<file path="src/egv_delay.sv">
`timescale 1ns / 1ps
// ----------------------------------------------------------------------------
// egv_delay
// fixed-length register line that keeps side data aligned with the pipeline
// ----------------------------------------------------------------------------
module egv_delay #(
   parameter int W = 8,
   parameter int D = 2
) (
   input  logic         clock,
   input  logic [W-1:0] din,
   output logic [W-1:0] dout
);

   logic [W-1:0] line_ff [0:D-1];

   // shift by one stage per cycle
   always_ff @(posedge clock) begin
      line_ff[0] <= din;
      for (int k = 1; k < D; k++) begin
         line_ff[k] <= line_ff[k-1];
      end
   end

   assign dout = line_ff[D-1];

endmodule

</file>
<file path="config.mk">
export PLATFORM = sky130hd
export DESIGN_NAME = egv_delay
export DESIGN_NICKNAME = d
export VERILOG_FILES = /design/src/egv_delay.sv
export SDC_FILE = /design/constraint.sdc
export NUM_CORES = 1
export LEC_CHECK = 0
export BUFFER_PORTS_ARGS = -buffer_cell sky130_fd_sc_hd__buf_2
export CORE_AREA = 2 2 39 41
export CTS_BUF_LIST = sky130_fd_sc_hd__clkbuf_16
export CTS_CLUSTER_SIZE = 12
export DETAILED_ROUTE_END_ITERATION = 16
export DIE_AREA = 0 0 41 43
export PLACE_DENSITY_LB_ADDON = 0.15
export SLEW_MARGIN = 30
export SYNTH_ARGS = -nofsm -noshare
export SYNTH_HDL_FRONTEND = slang
export SYNTH_SLANG_ARGS = --single-unit
</file>
<file path="constraint.sdc">
create_clock -name clock -period 0.8 [get_ports clock]
set_clock_uncertainty 0.2 [all_clocks]
set_input_delay 0.04 -clock clock [delete_from_list [all_inputs] [get_ports clock]]
set_output_delay 0.04 -clock clock [all_outputs]
set_load 0.05 [all_outputs]
</file>
==> impl_metrics.yaml <==
detailed_routing:
  num_vias: 206
  routed_wire_length_per_instance_um: 7.576
  dr.first_iter.drc_count: 1
  totalWireLength_um: 447
  drt_first_pass_iters: 2
  routed_via_density: 3.492
  drc: 0
  drt.antenna.violating_nets: 0
floorplan:
  die_width_um: 41
  core_area_sq_um: 1384
  die_outline_height_um: 43
  fp-row-count: 14
  num_io_pins: 17
  die_area_sq_um: 1763
  initial_utilization_pct: 27.49
power_and_ir_drop:
  worst_ir_drop_vdd_mv: 1.398
  power_density_nw_per_um2: 2931
  leakage_component_of_the_power_nw: 0.2963
  post-layout-total-power_mw: 1.951
place:
  placed_area_sq_um: 420.4
  placer_congestion: 0.4843
  input_output_buffers: 16
yosys:
  synth.most_common_cell: "sky130_fd_sc_hd__dfxtp_1"
  yosys_warnings: 0
  ys_ff_latch: 16
  synthArstFlopShare_pct: 0
  syn-num-nets: 33
  post_synth_most_frequent_cells: "16 x sky130_fd_sc_hd__dfxtp_1, 8 x sky130_fd_sc_hd__buf_4"
  yosysTopAreaCell: "sky130_fd_sc_hd__dfxtp_1"
  yosys.cell_types.count: 2
  mean_post_synth_cell_area_sq_um: 15.85
  synth-edff-count: 0
  yosysTopAreaCellShare_pct: 84.21
  sequential_cell_area_fraction_in_the_yosys_report_pct: 84.21
  post_synth_inst_count: 24
  post_synth_main_area_contributors: "sky130_fd_sc_hd__dfxtp_1 84%, sky130_fd_sc_hd__buf_4 16%"
  ys.flop_type: "sky130_fd_sc_hd__dfxtp_1"
  netlist_area_sq_um: 380.4
cells_and_area:
  syn2layout_area_growth_pct: 75.00
  multi_input_comb_cells: 0
  layout.core_utilization_pct: 48.10
  design.final.nets: 54
  antenna_cells: 0
  top_register: "line_ff"
  number_of_flip_flops_in_the_largest_register: 16
  layout.filler_cells: 117
  largest_registers: "line_ff: 16 flops"
  final_layout_size_suffix_gt1_share_pct: 62.79
  layout.cell_area.non_filler_sq_um: 665.6
  multi_input_comb_area_sq_um: 0
worst_setup_path:
  startpoint_type: "flop"
  worstPathRequired_ns: 0.56
  path_buf_inv: 1
  worst-r2r-setup-slack_ns: 0.20
  crit_type: "flop to primary output"
  worstSetupEndpointType: "primary output"
  crit_slowest_cell: "sky130_fd_sc_hd__dfxtp_2"
  crit_path_cell_trace: "buf_8"
  cp_max_fo: 1
  critPathMaxStageDelay_ns: 0.32
  endpoint_of_the_worst_register_to_register_path: "line_ff[0][14]"
  timing.reg2reg.worst_path_depth: 0
  worst_ep_arrival_time_ns: 0.70
  critPathTopFamily: "flip-flops"
  r2r-start: "line_ff[0][6]"
grt:
  gr-total-overflow: 0
  grt_first_pass_wirelength_um: 738
  grt_max_degree: 9
  grt_antenna_before_repair: 0
  grtUsageTotal_pct: 6.694
  vias_in_the_first_global_route: 224
clocking:
  clock-root-buffer: "sky130_fd_sc_hd__clkbuf_16"
  post_cts_setup_buffer_count: 0
  cts-buffers-inserted: 3
  cts_htree_levels: 1
  cts.reportedPaths.clkPinSlew_ns: 0.04
  clock_insertion_delay_worst_skew_ns: 0.23
  tritoncts: "yes"
  max-clock-path-buffers: 2
  cts_num_sinks: 16
sta:
  grt_setup_unrepaired: "true"
  final_critical_path_setup_slack_ns: -0.1395
  final_min_period_over_clock_period_pct: 117.4
  timing.setup.tns_ns: -1.095
  timing_max_transition_violations_final: 0
  final.min_clock_period_ns: 0.9395
  max-slew-margin-rel_pct: 96.02
  finalSetupViolations: 8
  fmaxAchievable_mhz: 1064
  hold_viol_final: 0
  tightestPinTransition_ns: 0.05944
status:
  status: "finished, violations left"
  failed_checks: "setup timing"
worst_hold_path:
  holdCritStartpoint: "line_ff[0][4]"
  hp-class: "flop to flop"
  whs_path_depth: 0
  hold_end: "line_ff[0][12]"
job:
  maxCapViolations: 0
[per-stage QoR]
step	worst slack [ns]	hold WS, ns	cells
floorplan	0.09473	-0.1323	24
global placement	0.02512	-0.05701	48
detailed placement	0.008083	-0.05642	48
CTS	-0.1521	0.1227	59
global route	-0.1621	0.1243	59
finish	-0.1395	0.1227	59
[power by group]
| group | internal [mW] | leakage (nW) | switching, mW |
|---|---|---|---|
| Sequential | 0.848 | 0.135 | 0.0168 |
| Combinational | 0.0946 | 0.124 | 0.0908 |
| Clock | 0.651 | 0.0370 | 0.250 |
| Total | 1.59 | 0.296 | 0.358 |
[cell usage in the layout (no fill, tap or decap)]
cell and count:
sky130_fd_sc_hd__dlygate4sd3_1 8, sky130_fd_sc_hd__clkbuf_16 3, sky130_fd_sc_hd__buf_8 8, sky130_fd_sc_hd__buf_2 8
sky130_fd_sc_hd__dfxtp_2 8, sky130_fd_sc_hd__dfxtp_1 8
[metal layers]
layer / up-vias / GRT usage, % / share of wire (%)
met5: - / 0 / 0
met4: 0 / 4.000 / 0
met3: 0 / 4.712 / 6.3
met2: 9 / 11.56 / 57
met1: 94 / 4.651 / 37
li1: 103 / - / -
[worst max path at each step]
stage | startpoint | endpoint | slack, ns | cells past startpoint
finish | line_ff[0][9] | dout[1] | -0.14 | 1
global route | line_ff[0][13] | dout[5] | -0.16 | 1
CTS | line_ff[0][12] | dout[4] | -0.15 | 1
detailed placement | line_ff[0][12] | dout[4] | 0.008 | 1
global placement | line_ff[0][12] | dout[4] | 0.03 | 1
floorplan | line_ff[0][8] | dout[0] | 0.09 | 1
[cell type report]
type	count	area, sq um	share of cell area (%)
repair buffers	24	240.2	36.09
flip-flops and latches	16	330.3	49.62
well taps	16	20.02	3.008
clock buffers	3	75.07	11.28
[repair_timing]
item	in CTS	in global routing
hold endpoints to repair	8	0
gates resized for setup	25	7
endpoints found under the setup margin	8	8
hold buffers	8	0
[cells by family (layout without fill, tap and decap cells)]
group	count (synthesis)	count (layout)	share of synthesized area, %
flip-flops	16	16	84.21
buffers and inverters	8	27	15.79
Note: power is estimated with default switching activity, not from simulation.
