$ cat config.mk
export PLATFORM = sky130hd
export DESIGN_NAME = egv_mulsat
export DESIGN_NICKNAME = d
export VERILOG_FILES = /design/src/egv_mulsat.sv
export SDC_FILE = /design/constraint.sdc
export NUM_CORES = 2
export LEC_CHECK = 0
export ABC_AREA = 1
export BUFFER_PORTS_ARGS = -buffer_cell sky130_fd_sc_hd__buf_2
export CAP_MARGIN = 20
export CORE_MARGIN = 2
export CORE_UTILIZATION = 45
export CTS_CLUSTER_DIAMETER = 50
export DETAILED_ROUTE_END_ITERATION = 8
export PLACE_DENSITY_LB_ADDON = 0.05
export SLEW_MARGIN = 20
export SYNTH_ARGS = -nofsm -noshare
export SYNTH_HDL_FRONTEND = slang
export SYNTH_SLANG_ARGS = --single-unit
$ cat constraint.sdc
create_clock -name clock -period 6.4 [get_ports clock]
set_input_delay 0.64 -clock clock [delete_from_list [all_inputs] [get_ports clock]]
set_output_delay 0.64 -clock clock [all_outputs]
set_load 0.01 [all_outputs]
$ cat src/egv_mulsat.sv
`timescale 1ns / 1ps
// ----------------------------------------------------------------------------
// egv_mulsat
// two-stage unsigned multiply, right shift and saturate to a power of two
// ----------------------------------------------------------------------------
module egv_mulsat #(
   parameter int XW   = 32,
   parameter int YW   = 32,
   parameter int SH   = 16,
   parameter int CAPW = 40
) (
   input  logic          clock,
   input  logic [XW-1:0] x,
   input  logic [YW-1:0] y,
   output logic [CAPW:0] p
);

   localparam int XL = XW / 2;
   localparam int XH = XW - XL;
   localparam int PW = XW + YW;
   localparam logic [PW-1:0] CAP = PW'(1) << CAPW;

   logic [XL+YW-1:0] lo_ff;
   logic [XH+YW-1:0] hi_ff;
   logic [PW-1:0]    full;
   logic [PW-1:0]    shr;
   logic [CAPW:0]    p_ff;

   // partial products of the two halves of x
   always_ff @(posedge clock) begin
      lo_ff <= (XL+YW)'(x[XL-1:0]) * (XL+YW)'(y);
      hi_ff <= (XH+YW)'(x[XW-1:XL]) * (XH+YW)'(y);
   end

   // recombine, scale and clamp
   always_comb begin
      full = (PW'(hi_ff) << XL) + PW'(lo_ff);
      shr  = full >> SH;
   end

   always_ff @(posedge clock) begin
      p_ff <= (shr > CAP) ? CAP[CAPW:0] : shr[CAPW:0];
   end

   assign p = p_ff;

endmodule

==> summary.md <==
| Metric | Value |
|---|---|
| Vias | `about 33000` |
| Slew Limit Fails | `0` |
| Final cycle utilization of the critical path | `roughly 96%` |
| Final worst slack | `roughly 0.27 ns` |
| Critical Path AT | `6.46 ns` |
| Synth Net Count | `around 6600` |
| GRT Resource Usage Total | `around 27%` |
| Die H | `about 300 um` |
| Sinks on Clock Net | `around 120` |
| Antenna cells | `0` |
| Clock skew | `0.0158 ns` |
| Initial antenna violation count | `2` |
| CP peak stage delay | `0.51 ns` |
| CP most frequent cell | `fa_1` |
| Largest fanout on the critical path | `11` |
| Drt first pass iters | `6` |
| Area Overhead vs Synth | `12.9%` |
| Slowest-stage cell, CP | `fa_1` |
| # DRC | `0` |
| Clock Latency Late Sink | `roughly 0.45 ns` |
| Seq/Total Area, Yosys | `6.12%` |
| Top Ports | `around 110` |
| DPL Wire Length | `about 100 mm` |
| Root Buffer | `clkbuf_16` |
| Number of flops mapped to enable cells by yosys | `0` |
| Worst setup EP type | `register` |
| Vias/cell | `just under 5` |
| Final Hold Viols | `0` |
| Tightest Hold Check Type | `reg -> reg` |
| Area taken by multi-input logic gates | `a little over 0.03 mm2` |
| H-Tree Depth | `4` |
| # fillers | `about 8800` |
| DR iter-0 viols | `2413` |
| Relative slew slack | `a little under half` |
| Worst path buffer plus inverter count | `8` |
| Largest net degree at the start of global routing | `42` |
| CTS tree | `built` |
| Wire per inst | `between 15 and 20 um` |
| Row cnt | `108` |
| CTS Buffer Depth | `2` |
| Number of buffers added on ports | `between 100 and 150` |
| Met1 Resource Use GR | `~39%` |
| DRT antenna net count | `0` |
| Met3 Usage GRT | `3.29%` |
| Synthesis-stage register bit count | `between 100 and 150` |
| Mapped Cells | `approximately 5400` |
| Fin area | `roughly 0.045 mm2` |
| Cell area after synthesis | `slightly below 0.04 mm2` |
| Leading cell type in the layout, fill and taps excluded | `inv_1` |
| Top delay family on crit path | `adder cells` |
| WS Path Type | `in -> reg` |
| RSZ-0062 raised after global routing | `false` |
| Grt peak-use layer | `met2` |
| Layout cells sized above 1 | `9.68%` |
| Status | `finished, final reports clean` |
| Die area | `roughly 0.090 mm2` |
| Post-DP Area | `between 0.04 and 0.05 mm2` |
| Ys async rst share | `0%` |
| Die Width | `300 um` |
| Library cells used by synthesis | `43` |
| Effective utilization at floorplan | `between 40% and 50%` |
| Ys flop type | `dfxtp_1` |
| Startpoint types | `input pin` |
| First-pass GRT wire length | `192 mm` |
| Fin crit period | `6.13 ns` |
| Max Cap Viol | `0` |
| Post-CTS setup buffer count | `0` |
| WP data required | `roughly 6.7 ns` |
| Vias in the first global route | `35000` |
| Gr ovfl total | `0` |
| Register Area | `0.00242 mm2` |
| Yosys warns | `0` |
| Syn avg cell area | `~7.4 um2` |
| Met2 usage | `a little over two fifths` |
| Fmax | `~0.16 GHz` |
| Post-Place Worst Slack | `-0.355 ns` |
| Final number of setup-violating endpoints | `0` |
| Slew @ Worst Pin | `roughly 0.8 ns` |
| CTS Buf Count | `17` |
| Core area | `about 0.087 mm2` |
| Clk pin slew, worst setup/hold paths | `0.06 ns` |
| Routability Congestion | `0.961` |
| Nets | `just under 7000` |
| Most frequent cells in the layout | `inv_1, nand2_1, fa_1, buf_4, ha_1` |
| DRT Wirelength | `between 100 and 150 mm` |
[cell families (layout without fill, tap and decap cells)]
logic type      count (synthesis)  in the layout  share of synthesized area, %
xor+xnor                       92             92                          2.04
simple gates                 1923           1923                          19.1
buf+inv                      1807           2128                          17.2
fa+ha+maj                    1105           1105                          50.8
flops                         121            121                          6.12
compound gates                332            332                          4.73
[worst min-delay path: cells and delay by family (launching register included)]
family | cells | cell delay, ns
flip-flops | 1 | 0.31
adder cells (fa/ha/maj) | 1 | 0.12
AO/OA/AOI/OAI | 1 | 0.09
buffers and inverters | 1 | 0.06
[worst paths after layout]
check,endpoint,startpoint,cells after the start,slack [ns]
setup reg to reg,p[19],lo_ff[36],17,2.79
hold reg to reg,p[0],hi_ff[0],3,0.61
setup / recovery,hi_ff[44],x[18],25,0.27
hold / removal,p[0],hi_ff[0],3,0.61
[flip-flops by register name, indices dropped and copies added, names as in the netlist]
register  flops
hi_ff        48
p            41
lo_ff        32
[final cells by class]
cell class,count,area share [%]
repair buffers,490,8.60
flip-flops and latches,121,5.42
clock buffers,17,0.953
well taps,1155,3.24
multi-input cells,3452,67.9
inverters,1606,13.5
clock inverters,15,0.395
[layer usage]
layer,part of all wire [%],up-vias,wire length [um]
met5,0,-,0
met4,2.8,0,3260
met3,5.5,115,6330
met2,45,812,51700
met1,47,16200,54800
li1,-,15900,-
[metrics by stage]
| step | util [%] | setup TNS (ns) | cells | hold slack [ns] |
|---|---|---|---|---|
| final | 51.4 | 0 | 6856 | 0.607 |
| after global routing | 51.4 | 0 | 6856 | 0.645 |
| after CTS | 51.4 | 0 | 6856 | 0.618 |
| after detailed placement | 50.7 | -1.67 | 6824 | 0.614 |
| after floorplan | - | 0 | 5380 | 0.529 |
| after global placement | 50.7 | -1.23 | 6824 | 0.611 |
[timing repair]
item                                   in CTS  in global routing
hold buffers                                0                  0
endpoints found under the hold margin       0                  0
setup endpoints to repair                   0                  7
gates resized for setup                     0                  9
[cells in the mapped netlist (all sizes together), types with 12 or more instances]
master     n  area (um2)
nand4     29         188
xor2      48         420
fa       836       16700
nand2   1554        5840
nor2     209         800
nand3     83         425
a21oi    189         991
clkbuf   193         724
inv     1606        6030
ha       269        3370
dfxtp    121        2420
nand3b    13        97.6
o21bai    12        90.1
xnor2     44         385
nor3      22         110
o21ai     71         363
a31oi     27         169
Power is left out: the tool's default activity adds up to more than one toggle a clock period on the data nets, which glitch-free logic cannot reach.
